[config.mk]
export PLATFORM = sky130hd
export DESIGN_NAME = tdpg_cfg_regs
export DESIGN_NICKNAME = d
export VERILOG_FILES = /design/src/rtl/tdpg_pkg.sv /design/src/rtl/tdpg_cfg_regs.sv
export SDC_FILE = /design/constraint.sdc
export NUM_CORES = 1
export LEC_CHECK = 0
export ABC_AREA = 1
export BUFFER_PORTS_ARGS = -buffer_cell sky130_fd_sc_hd__buf_4
export CORE_ASPECT_RATIO = 1.4
export CORE_MARGIN = 4
export CORE_UTILIZATION = 25
export DETAILED_ROUTE_END_ITERATION = 12
export PLACE_DENSITY = 0.75
export SLEW_MARGIN = 20
export SYNTH_ARGS = -nofsm -noshare
export SYNTH_HDL_FRONTEND = slang
export SYNTH_SLANG_ARGS = --single-unit
export TNS_END_PERCENT = 20
[constraint.sdc]
create_clock -name clk_i -period 1.11 [get_ports clk_i]
set_input_delay 0.0555 -clock clk_i [delete_from_list [all_inputs] [get_ports clk_i]]
set_output_delay 0.0555 -clock clk_i [all_outputs]
set_load 0.02 [all_outputs]
[src/rtl/tdpg_pkg.sv]
`timescale 1ns / 1ps

package tdpg_pkg;

  localparam int DEFAULT_MAX_PRIMES = 1024;
  localparam int DEFAULT_VALUE_BITS = 24;

  localparam int LIMIT_W  = 11;
  localparam int INDEX_W  = 11;
  localparam int APB_DW   = 32;
  localparam int APB_AW   = 3;

  localparam logic [LIMIT_W-1:0] LIMIT_RESET = LIMIT_W'(1024);
  localparam int                 FIRST_PRIME = 2;

  // register index, taken from paddr[2]
  localparam logic REG_PRIME_COUNT_LIMIT = 1'b0;

  typedef struct packed {
    logic done;   // one-cycle pulse at the end of a remainder run
    logic zero;   // remainder is zero, valid with done
  } rem_status_t;

endpackage

[src/rtl/tdpg_cfg_regs.sv]
`timescale 1ns / 1ps

module tdpg_cfg_regs (
  input  logic                           clk_i,
  input  logic                           rst_ni,
  input  logic                           psel,
  input  logic                           penable,
  input  logic                           pwrite,
  input  logic [tdpg_pkg::APB_AW-1:0]    paddr,
  input  logic [tdpg_pkg::APB_DW-1:0]    pwdata,
  output logic [tdpg_pkg::APB_DW-1:0]    prdata,
  output logic                           pready,
  output logic [tdpg_pkg::LIMIT_W-1:0]   limit_o
);
  import tdpg_pkg::*;

  logic [LIMIT_W-1:0] limit_q;
  logic               wr_limit;

  // byte lanes in paddr[1:0] are ignored
  assign wr_limit = psel && penable && pwrite && (paddr[2] == REG_PRIME_COUNT_LIMIT);

  always_ff @(posedge clk_i or negedge rst_ni) begin
    if (!rst_ni) begin
      limit_q <= LIMIT_RESET;
    end else if (wr_limit) begin
      limit_q <= pwdata[LIMIT_W-1:0];
    end
  end

  always_comb begin
    unique case (paddr[2])
      REG_PRIME_COUNT_LIMIT: prdata = APB_DW'(limit_q);
      default:               prdata = '0;
    endcase
  end

  assign pready  = 1'b1;
  assign limit_o = limit_q;

endmodule

==> results.toml <==
[placement]
dp_hpwl_um = 1299
gp_congestion = 0.6370
io_buffer_count = 38
post-place-ws_ns = 0.1737

[sta]
finalCriticalPeriod_ns = 1.131
hold_viol_final = 0
setup_viol = 1
fmax_ghz = 0.8838
maxSlewViolCount = 0
finClkSkew_ns = 0
setup_ws_ns = -0.02146
rsz0062_at_grt = "yes"
layout_worst_path_cycle_share = 1.019

[detailed_routing]
detail_route.first_pass.iterations = 4
wirelength_um = 1652
vias_per_cell = 3.684
drt_iter0_drc = 7
drtAntennaViolNets = 0
drc = 0
wl_per_cell_um = 9.494
vias = 641

[global_route]
antenna_found_initial = 0
first_global_vias = 596
grt_usage = 0.09208
grt_max_degree = 13
grt.overflow.total = 0
grt_pass1_wl_um = 2580

[logic_synthesis]
netlist_top_cells_area = "dfrtp_1 (35%), buf_4 (24%), nand2_1 (13%)"
yosysTopAreaCell = "dfrtp_1"
ys_seq_area_frac = 0.3843
postSynthCellCount = 99
ys_warn_count = 0
synth_seq_cells = 11
synth_commonest_cells = "nand2_1 (24), buf_4 (23), inv_1 (13)"
ys.flop_type = "dfrtp_1"
synth-edff-count = 0
avgSynthCellArea_sq_um = 7.267
synth_top_area_share = 0.3478
syn_area_sq_um = 719.4
async_flop_share = 1.000
yosysMostFrequentCell = "nand2_1"
ys_types = 11

[die]
rows = 22
start_util = 0.2667
die_w_um = 53.34
core_area_sq_mm = 0.002698
boundaryPins = 84
design.die.area_sq_mm = 0.003812
die_height_um = 71.48

[critical_path]
crit_fanout = 3
crit_buf_inv = 2
cpLargestDelayFamily = "flip-flops"
worstPathCellList = "inv_2 -> nor2_2 -> buf_6"
start_kind = "flop"
worstSetupPathType = "flop to output pin"
reg2reg_slack_ns = 0.39
cp_data_arrival_time_ns = 1.08
cp_slowest_cell = "dfstp_2"
required_ns = 1.05
critPathMaxStageDelay_ns = 0.55
critPathCaptureType = "output pin"

[pwr]
swShare = 0.3887
power.density_mw_per_mm2 = 1427
pwr-share-comb = 0.430
p_sw_uw = 548.2
internal-power_uw = 862.1
peakVddDrop_uv = 649.7
power.share.clock = 0.185
p_leak_uw = 0.0005970
power_frac_seq = 0.385

[finish]
drive_gt1_frac = 0.3406
postLayoutCoreUtil = 0.3664
diodes = 0
final_nets = 179
largest_register_ff_count = 11
nFillCells = 305
syn_to_final_growth_pct = 37.39

[clocking]
cts_buffer_depth = 2
cts_buffers = 3
cts_tree = "yes"
cts_setup_buffers = 0
cts_root_buf = "clkbuf_4"
htree_num_levels = 1
clkSinkCount = 11
path_clk_slew_ns = 0.07
clock_latency_ns = 0.26

[worst_hold_path]
hold_class = "primary input to flop"

[run_status]
violations = "setup timing"
status = "finished, violations left"

[flow_run]
drv_cap = 0
[stage by stage]
step / hold slack (ns) / setup TNS (ns) / cells / total power, uW / cell area (sq um)
final: 0.01273 / -0.02146 / 174 / 1410 / 988.4
after global routing: 0.01380 / -0.06108 / 174 / 1519 / 988.4
after CTS: 0.003472 / -0.01974 / 174 / 1431 / 982.2
after detailed placement: -0.1004 / 0 / 169 / 1156 / 945.9
after global placement: -0.1046 / 0 / 169 / 1147 / 945.9
after floorplan: -0.2401 / 0 / 119 / 942.3 / 794.5
[power groups by stage]
stage,clock (uW),sequential (uW),combinational [uW]
2_1_floorplan,0,635,307
3_3_place_gp,0,550,596
3_5_place_dp,0,551,605
4_1_cts,278,545,608
5_1_grt,299,558,662
6_report,261,543,607
[cells in the final DEF, fill, tap and decap left out]
| master | count |
|---|---|
| inv_2 | 1 |
| nor2_2 | 2 |
| conb_1 | 22 |
| clkbuf_4 | 3 |
| buf_6 | 1 |
| nand2_1 | 24 |
| buf_4 | 39 |
| nor2_1 | 10 |
| dfstp_2 | 1 |
| clkbuf_1 | 1 |
| inv_1 | 12 |
| dlygate4sd3_1 | 1 |
| nand3_1 | 11 |
| dfrtp_1 | 10 |
[layer usage]
| layer | wire length (um) | GRT usage | vias up |
|---|---|---|---|
| li1 | - | - | 325 |
| met4 | 19 | 0.05966 | 0 |
| met5 | 0 | 0 | - |
| met2 | 878 | 0.1610 | 34 |
| met3 | 172 | 0.02079 | 2 |
| met1 | 581 | 0.09371 | 280 |
[cell type report]
type	instances	area (sq um)	share of cell area
tap	36	45.04	0.04557
sequential	11	276.5	0.2797
timing repair buffer	41	314.1	0.3177
inverter	13	48.80	0.04937
clock buffer	4	26.28	0.02658
multi-input combinational	69	277.8	0.2810
[final timing paths]
kind | cells past startpoint | from | end
min in group asynchronous | 2 | rst_ni | limit_o[9]
max in group asynchronous | 2 | rst_ni | limit_o[10]
min | 3 | pwdata[10] | limit_o[10]
min reg2reg | 2 | limit_o[10] | limit_o[10]
max | 3 | limit_o[10] | prdata[10]
max reg2reg | 2 | limit_o[10] | limit_o[10]
[repair_timing]
| action | CTS | global route |
|---|---|---|
| hold buffers | 1 | 0 |
| gates resized for setup | 0 | 3 |
| gates cloned | 0 | 0 |
| endpoints found under the hold margin | 11 | 0 |
| endpoints found under the setup margin | 1 | 1 |
| pin swaps | 0 | 1 |
[kinds of logic after synthesis]
family / count (synthesis) / share of synthesized area
buffers and inverters: 39 / 0.3374
flip-flops: 11 / 0.3844
other: 2 / 0.01044
AND/OR/NAND/NOR: 47 / 0.2678
[worst min-delay path, delay by kind of cell]
| kind | cells | cell delay [ns] |
|---|---|---|
| buffers and inverters | 1 | 0.10 |
| AND/OR/NAND/NOR | 2 | 0.12 |
No activity file was read; power rests on OpenSTA's default activity.
