<file path="src/rtl/tdpg_pkg.sv">
`timescale 1ns / 1ps

package tdpg_pkg;

  localparam int DEFAULT_MAX_PRIMES = 1024;
  localparam int DEFAULT_VALUE_BITS = 24;

  localparam int LIMIT_W  = 11;
  localparam int INDEX_W  = 11;
  localparam int APB_DW   = 32;
  localparam int APB_AW   = 3;

  localparam logic [LIMIT_W-1:0] LIMIT_RESET = LIMIT_W'(1024);
  localparam int                 FIRST_PRIME = 2;

  // register index, taken from paddr[2]
  localparam logic REG_PRIME_COUNT_LIMIT = 1'b0;

  typedef struct packed {
    logic done;   // one-cycle pulse at the end of a remainder run
    logic zero;   // remainder is zero, valid with done
  } rem_status_t;

endpackage

</file>
<file path="src/rtl/tdpg_rem_unit.sv">
`timescale 1ns / 1ps

// Restoring remainder unit, one dividend bit per cycle.
module tdpg_rem_unit #(
  parameter int VALUE_BITS = tdpg_pkg::DEFAULT_VALUE_BITS
) (
  input  logic                   clk_i,
  input  logic                   rst_ni,
  input  logic                   start_i,
  input  logic [VALUE_BITS-1:0]  dividend_i,
  input  logic [VALUE_BITS-1:0]  divisor_i,
  output tdpg_pkg::rem_status_t  status_o
);
  import tdpg_pkg::*;

  localparam int CNTW = $clog2(VALUE_BITS);

  logic                  busy_q;
  logic                  done_q;
  logic [CNTW-1:0]       cnt_q;
  logic [VALUE_BITS:0]   rem_q;
  logic [VALUE_BITS-1:0] dvd_q;
  logic [VALUE_BITS-1:0] dsr_q;

  logic [VALUE_BITS:0]   shifted;
  logic [VALUE_BITS:0]   rem_d;

  always_comb begin
    shifted = {rem_q[VALUE_BITS-1:0], dvd_q[VALUE_BITS-1]};
    if (shifted >= {1'b0, dsr_q}) begin
      rem_d = shifted - {1'b0, dsr_q};
    end else begin
      rem_d = shifted;
    end
  end

  always_ff @(posedge clk_i or negedge rst_ni) begin
    if (!rst_ni) begin
      busy_q <= 1'b0;
      done_q <= 1'b0;
      cnt_q  <= '0;
    end else begin
      done_q <= 1'b0;
      if (start_i) begin
        busy_q <= 1'b1;
        cnt_q  <= '0;
      end else if (busy_q) begin
        cnt_q <= cnt_q + 1'b1;
        if (cnt_q == CNTW'(VALUE_BITS - 1)) begin
          busy_q <= 1'b0;
          done_q <= 1'b1;
        end
      end
    end
  end

  always_ff @(posedge clk_i) begin
    if (start_i) begin
      dvd_q <= dividend_i;
      dsr_q <= divisor_i;
      rem_q <= '0;
    end else if (busy_q) begin
      dvd_q <= {dvd_q[VALUE_BITS-2:0], 1'b0};
      rem_q <= rem_d;
    end
  end

  assign status_o.done = done_q;
  assign status_o.zero = (rem_q == '0);

endmodule

</file>
<file path="config.mk">
export PLATFORM = sky130hd
export DESIGN_NAME = tdpg_rem_unit
export DESIGN_NICKNAME = d
export VERILOG_FILES = /design/src/rtl/tdpg_pkg.sv /design/src/rtl/tdpg_rem_unit.sv
export SDC_FILE = /design/constraint.sdc
export NUM_CORES = 1
export LEC_CHECK = 0
export BUFFER_PORTS_ARGS = -buffer_cell sky130_fd_sc_hd__buf_2
export CAP_MARGIN = 10
export CORE_ASPECT_RATIO = 0.8
export CORE_MARGIN = 5
export CORE_UTILIZATION = 40
export CTS_CLUSTER_SIZE = 20
export DETAILED_ROUTE_END_ITERATION = 6
export GPL_TIMING_DRIVEN = 0
export HOLD_SLACK_MARGIN = 0.08
export PLACE_DENSITY = 0.59
export SYNTH_ARGS = -nofsm -noshare
export SYNTH_HDL_FRONTEND = slang
export SYNTH_SLANG_ARGS = --single-unit
</file>
<file path="constraint.sdc">
create_clock -name clk_i -period 5.2 [get_ports clk_i]
set_input_delay 0.52 -clock clk_i [delete_from_list [all_inputs] [get_ports clk_i]]
set_output_delay 0.52 -clock clk_i [all_outputs]
set_load 0.02 [all_outputs]
</file>
==> results by group, run 1 <==
Power
  – Clk network pwr share: 0.239
  – Switching power: 0.001035 W
  – Net Sw Frac: 0.3781
  – Comb pwr share: 0.432
  – Reg power frac: 0.329
  – Power density over the cells: 509.2 nW/µm²
  – Maximum VDD drop: 205.7 µV
  – Cell internal pwr: 0.001703 W
  – Leakage: 2.393 nW

Timing
  – Slew HR: 0.5521
  – Final Hold Viols: 0
  – RSZ-0062 raised after global routing: no
  – Final setup vio count: 0
  – Setup slack after layout: 1888 ps
  – Worst slew pin tran: 671.8 ps
  – Setup TNS Final: 0 ps
  – F_max: 302.0 MHz
  – Fin crit period: 3312 ps
  – Fin. max-slew vios: 0
  – Clk_skew: 7.190 ps
  – Final period utilization: 0.6368

Clocking
  – CTS Buf Count: 9
  – # clock sinks: 80
  – Number of setup buffers added after CTS: 0
  – Clk buf depth: 2
  – CTS H-tree lvls: 3
  – Clock transition at path regs: 70 ps
  – CTS tree: built
  – Clock Root Buffer: clkbuf_16
  – Clk_lat worst skew: 340 ps

Drt
  – WL final: 10750 µm
  – Via count: 3469
  – Number of DRC markers in iteration 0: 240
  – Routed wire per std cell: 16.34 µm
  – Detail Route Antenna Nets: 0
  – DRC errors left: 0
  – Via density: 5.272
  – Pre-Repair DR Iteration Count: 5

Floorplanning
  – Cell Rows: 35
  – Core ar.: 11430 µm²
  – Initial Utilization: 0.4041
  – Die Y: 106.1 µm
  – Horiz. Die Dim: 130.1 µm
  – Ports: 53
  – Die Area: 13810 µm²

Synthesis
  – Asr flop ratio synth: 0.08750
  – Synthesized net count: 518
  – Main flop type after synthesis: edfxtp_1
  – Post-synthesis cell count: 441
  – Seq cells post-synth: 80
  – Synth Area per Inst: 10.47 µm²
  – Netlist Area Pre-Place: 4618 µm²
  – Top area cells in the synthesized netlist: edfxtp_1 31%, dfxtp_1 11%, ha_1 6.8%, mux2_2 5.9%, nor2_1 3.8%
  – Top-area cell type share of the netlist area: 0.3121
  – Post-synthesis sequential area ratio: 0.4584
  – Synth cell types: 65
  – Yosys top cell by area: edfxtp_1
  – Ys Warns: 0
  – Number of synthesized flops with an enable pin: 48

Hold path
  – Hold Crit Class: in -> reg

Flow run
  – Max cap viols: 0

Worst setup path
  – Crit path buffers/inverters: 2
  – CP arrival: 3520 ps
  – Class of the most critical setup path: reg -> reg
  – Crit end category: register
  – Crit-path max FO: 5
  – Worst path slowest cell: a221o_1
  – CP peak stage delay: 490 ps
  – Critical path's top delay family: compound AO/OA/AOI/OAI gates
  – Sequence of cells on the critical path: inv_1, ha_1, inv_1, fa_1, a21oi_1, o21ai_0, a221o_1, a211o_1, o31a_1, or3_1, a21oi_1, o22ai_1
  – Crit start category: register
  – CP required: 5410 ps

Global route
  – First-pass GRT wire length: 17510 µm
  – Number of global-route vias before repair: 3453
  – Largest net degree at the start of global routing: 29
  – Initial antenna violation count: 0
  – All-layer global routing usage: 0.1607
  – Remaining Overflow, GRT: 0

Finish
  – Final Instance Count excl. Fillers: 658
  – Filler cell count: 1074
  – Register area: 2117 µm²
  – Multi-input logic area: 2266 µm²
  – Ant diodes: 0
  – Final net count: 582
  – Share of layout cells above drive strength 1: 0.2157
  – Area delta synth->final: 16.42%
  – Commonest cells after routing, fill and taps aside: 54 x buf_2, 48 x edfxtp_1, 47 x nor2_1
  – Commonest non-fill, non-tap cell in the layout: buf_2

Place
  – Post-DP HPWL: 7865 µm
  – Routability cong.: 0.8743
  – Dpl cells: 641
  – Port-buffer cells: 52
  – Dpl ws: 2002 ps

Run status
  – Status: complete, no violations
[cells in the mapped netlist (3+ instances only)]
library cell and number:
nand3_1 5, nand2_1 17, nor3_1 5, and4_1 3, o21ai_0 6, mux2i_1 13
dfrtp_1 7, a211oi_1 16, nand4_1 5, o31a_1 5, a31oi_1 3, ha_1 25
a211o_1 5, o21bai_1 4, o21a_1 4, xnor2_1 11, clkbuf_1 14, and2_1 3
nor2_1 47, a21oi_1 27, inv_1 34, mux2_2 24, or2_2 4, nor4_1 6
nand2b_1 5, a21o_1 11, edfxtp_1 48, dfxtp_1 25, xor2_1 7
[cell type report]
class / count / area share
Timing Repair Buffer: 53 / 0.05027
Buffer: 22 / 0.02001
Multi-Input combinational cell: 305 / 0.4215
Tap cell: 148 / 0.03444
Clock inverter: 7 / 0.01443
Clock buffer: 9 / 0.04189
Inverter: 34 / 0.02374
Sequential cell: 80 / 0.3938
[metal layers]
| metal | track usage | wire length (µm) | vias to the layer above |
|---|---|---|---|
| li1 | - | - | 1761 |
| met1 | 0.2360 | 5397 | 1624 |
| met2 | 0.2332 | 4725 | 80 |
| met3 | 0.03968 | 558 | 4 |
| met4 | 0.04599 | 72 | 0 |
| met5 | 0 | 0 | - |
[per-stage QoR]
step	total power [W]	hold WS (ps)	instance area, µm²	util
floorplan	0.001792	224.4	4618	-
detailed placement	0.002078	368.1	5064	0.4430
global route	0.002922	340.3	5376	0.4704
finish	0.002738	352.2	5376	0.4704
CTS	0.002745	344.7	5376	0.4704
global placement	0.002056	358.4	5064	0.4430
[worst paths after layout]
kind                               from         to  slack [ps]  cells past startpoint
max                           dvd_q[23]  rem_q[22]        1890                     12
min                        divisor_i[4]   dsr_q[4]         350                      1
max reg2reg                   dvd_q[23]  rem_q[22]        1890                     12
min reg2reg                   rem_q[24]  rem_q[24]         530                      2
max in group asynchronous        rst_ni   cnt_q[4]        4490                      2
min in group asynchronous        rst_ni     busy_q         550                      2
[flip-flops by register name, summed over array words and instances, names as in the netlist]
signal	cells
rem_q	25
dsr_q	24
dvd_q	24
cnt_q	5
busy_q	1
done_q	1
[what timing repair did]
action,4_1_cts,5_1_grt
resized for setup,0,0
endpoints found under the hold margin,7,0
hold buffers,1,0
[power groups by stage]
stage	registers [W]	logic, W	clock network, W
global placement	0.000907	0.00115	0
global route	0.000917	0.00131	0.000691
floorplan	0.000871	0.000920	0
detailed placement	0.000911	0.00117	0
CTS	0.000898	0.00118	0.000670
finish	0.000901	0.00118	0.000654
[cell families (layout without fill, tap and decap cells)]
| kind of cell | Yosys count | in the layout | synth area share |
|---|---|---|---|
| and+or+nand+nor | 115 | 115 | 0.1263 |
| AOI/OAI and AO/OA | 109 | 109 | 0.1715 |
| DFF | 80 | 80 | 0.4584 |
| buffers and inverters | 56 | 125 | 0.05093 |
| muxes | 37 | 37 | 0.08670 |
| adders and majority gates | 26 | 26 | 0.07207 |
| xor gates and xnor gates | 18 | 18 | 0.03414 |
Power figures use the tool's default switching activity.
==> inputs of run 2 (changes only) <==
ABC_AREA = 1   (was not set)
clock period = 3.1 ns   (was 5.2 ns; I/O delays follow)
==> run 2 against run 1 <==
  * Critical path type is now reg -> out
  * Worst hold slack lost 220 ps
  * Final area grew 14%
  * Critical path depth shrank 8
  * Combinational power grew 130%
  * Synthesized cell count grew 71%
  * Non-clock buffer count shrank 6
  * Flip-flop and latch count is the same
  * Sequential power grew 65%
  * Cell count grew 52%
==> results by group, run 2 <==
Run status
  – Status: complete, no violations

Timing
  – Worst slew pin tran: 878.6 ps (+206.8 ps)
  – Slew HR: 0.4142 (-0.1379)
  – Fin crit period: 2480 ps
  – Worst hold slack: 128.8 ps (-223.4 ps)
  – Fin. max-slew vios: 0 (unchanged)
  – Clk_skew: 9.455 ps (+2.264 ps)
  – Final setup vio count: 0 (unchanged)
  – Final Hold Viols: 0 (unchanged)
  – RSZ-0062 raised after global routing: no
  – Final period utilization: 0.7999
  – F_max: 403.3 MHz

Place
  – Placed Area: 5816 µm² (+15%)
  – Port-buffer cells: 52 (unchanged)
  – Routability cong.: 0.9274 (+6.1%)
  – Post-DP HPWL: 10250 µm (+30%)

Flow run
  – Max cap viols: 0 (unchanged)

Synthesis
  – Synth Area per Inst: 7.085 µm² (-32%)
  – Main flop type after synthesis: edfxtp_1
  – Top area cells in the synthesized netlist: edfxtp_1 27%, nand2_1 21%, inv_1 9.8%, dfxtp_1 9.4%, ha_1 5.9%
  – Post-synthesis sequential area ratio: 0.3968 (-0.06160)
  – Asr flop ratio synth: 0.08750 (unchanged)
  – Post-synthesis cell count: 753 (+71%)
  – Ys Warns: 0 (unchanged)
  – Adder-Cell Fraction of Synth Area: 0.06238 (-0.009684)
  – Synthesized net count: 830 (+60%)
  – Post-Synth Simple-Gate Area: 0.3682 (+0.2419)
  – Netlist Area Pre-Place: 5335 µm² (+16%)
  – Main combinational cell family by area after synthesis: simple AND/OR/NAND/NOR gates
  – Most numerous cell in the Yosys netlist: nand2_1
  – Synth cell types: 40 (-38%)
  – Number of synthesized flops with an enable pin: 48 (unchanged)
  – Post-synth top cells: 298 x nand2_1, 140 x inv_1, 53 x nand3_1, 48 x edfxtp_1, 32 x nor2_1
  – Top-area cell type share of the netlist area: 0.2702 (-0.04194)
  – Proportion of synthesized area in mux cells: 0 (-0.08670)
  – XOR/XNOR share of the synthesized area: 0.01477 (-0.01936)
  – Yosys top cell by area: edfxtp_1
  – Seq cells post-synth: 80 (unchanged)
  – Synth Area in Compound Gates: 0.03752 (-0.1340)

Finish
  – Share of layout cells above drive strength 1: 0.1338 (-0.08187)
  – Final Instance Area: 6148 µm² (+14%)
  – Area delta synth->final: 15.24%
  – Top flop regs: rem_q x25, dsr_q x24, dvd_q x24
  – Ant diodes: 0 (unchanged)
  – Commonest non-fill, non-tap cell in the layout: nand2_1
  – Final net count: 894 (+54%)
  – Largest register FFs: 25 (unchanged)
  – Biggest register: rem_q
  – Commonest cells after routing, fill and taps aside: 298 x nand2_1, 140 x inv_1, 55 x buf_2

Worst setup path
  – FF-to-FF Start: dsr_q[20]
  – Crit end category: output pin
  – Class of the most critical setup path: reg -> out
  – CP startpoint: rem_q[12]
  – Crit start category: register
  – CP required: 2790 ps (-2620 ps)
  – CP arrival: 2170 ps (-1350 ps)
  – Crit-path max FO: 4 (-1)

Global route
  – Number of global-route vias before repair: 4483 (+30%)
  – Largest net degree at the start of global routing: 34 (+17%)
  – All-layer global routing usage: 0.1738 (+0.01306)
  – Remaining Overflow, GRT: 0 (unchanged)
  – First-pass GRT wire length: 21960 µm (+25%)
  – Initial antenna violation count: 0 (unchanged)

Clocking
  – Post_cts resized: 0 (unchanged)
  – CTS tree: built
  – Hold Buf Count CTS: 1 (unchanged)
  – Clk_lat worst skew: 350 ps (about the same)
  – Clock Root Buffer: clkbuf_16
  – CTS Buf Count: 9 (unchanged)
  – # clock sinks: 80 (unchanged)
  – Number of setup buffers added after CTS: 0 (unchanged)
  – CTS H-tree lvls: 3 (unchanged)
  – Clk buf depth: 2 (unchanged)
  – Clock transition at path regs: 60 ps (about the same)

Floorplanning
  – Horiz. Die Dim: 139.1 µm (+6.9%)
  – Initial Utilization: 0.4116 (+0.007533)
  – Cell Rows: 37 (+5.7%)
  – Core ar.: 12960 µm² (+13%)
  – Die Y: 113.3 µm (+6.8%)
  – Die Area: 15760 µm² (+14%)
  – Ports: 53 (unchanged)

Drt
  – DRC errors left: 0 (unchanged)
  – Via count: 4769 (+37%)
  – Pre-Repair DR Iteration Count: 5 (unchanged)
  – Routed wire per std cell: 13.27 µm (-19%)
  – WL final: 13230 µm (+23%)
  – Detail Route Antenna Nets: 0 (unchanged)
  – Via density: 4.783 (-9.3%)
  – Number of DRC markers in iteration 0: 422 (+76%)

Power
  – Maximum VDD drop: 442.0 µV (+110%)
  – Power density over the cells: 863.2 nW/µm² (+70%)
  – Leakage: 3.290 nW (+38%)

Hold path
  – Hold Crit Class: in -> reg
  – Hold Crit Start: divisor_i[14]
run 2: critical path, cell delays in order (launching register included):
cell	delay (ps)
dfxtp_1	340
nor4_1	550
nand4_1	320
nor4_1	370
buf_2	240
run 2: path summary, 6_finish.rpt:
kind	end	slack (ps)	cells past startpoint
max	status_o[0]	620	4
min	dsr_q[14]	130	1
max reg2reg	rem_q[16]	820	13
min reg2reg	rem_q[18]	480	2
max in group asynchronous	busy_q	2620	2
min in group asynchronous	done_q	320	2
run 2: layer usage:
metal  part of all wire  GRT usage  vias to the layer above
met5                  0          0                        -
li1                   -          -                     2473
met1               0.50     0.2598                     2162
met4              0.019    0.05671                        0
met2               0.41     0.2481                      113
met3              0.066    0.03760                       21
run 2: metrics by stage:
stage	util	setup WS [ps]	total power [W]	TNS, ps	instances
final	0.4743	620.4	0.005307	0	997
after global routing	0.4743	486.8	0.005812	0	997
after CTS	0.4743	643.8	0.005346	0	997
after detailed placement	0.4486	643.8	0.004153	0	980
after global placement	0.4486	-48.17	0.004134	-1130	980
after floorplan	-	1213	0.003531	0	753
run 2: layout make-up:
class | count | area [µm²]
fill | 1351 | 6814
multi-input combinational | 514 | 2576
sequential | 80 | 2117
inverter | 143 | 536.8
timing repair buffer | 53 | 270.3
clock buffer | 10 | 229.0
tap | 175 | 219.0
buffer | 16 | 106.4
clock inverter | 6 | 93.84
run 2: power by group:
group | internal (W) | switching, W | total [W]
logic | 0.000972 | 0.00168 | 0.00266
registers | 0.00134 | 0.000154 | 0.00149
clock network | 0.000709 | 0.000447 | 0.00116
run 2: cell families (layout without fill, tap and decap cells):
| group | count (synthesis) | count (layout) |
|---|---|---|
| buf+inv | 159 | 228 |
| simple gates | 444 | 444 |
| fa+ha+maj | 26 | 26 |
| xor+xnor | 9 | 9 |
| compound gates | 35 | 35 |
| flops | 80 | 80 |
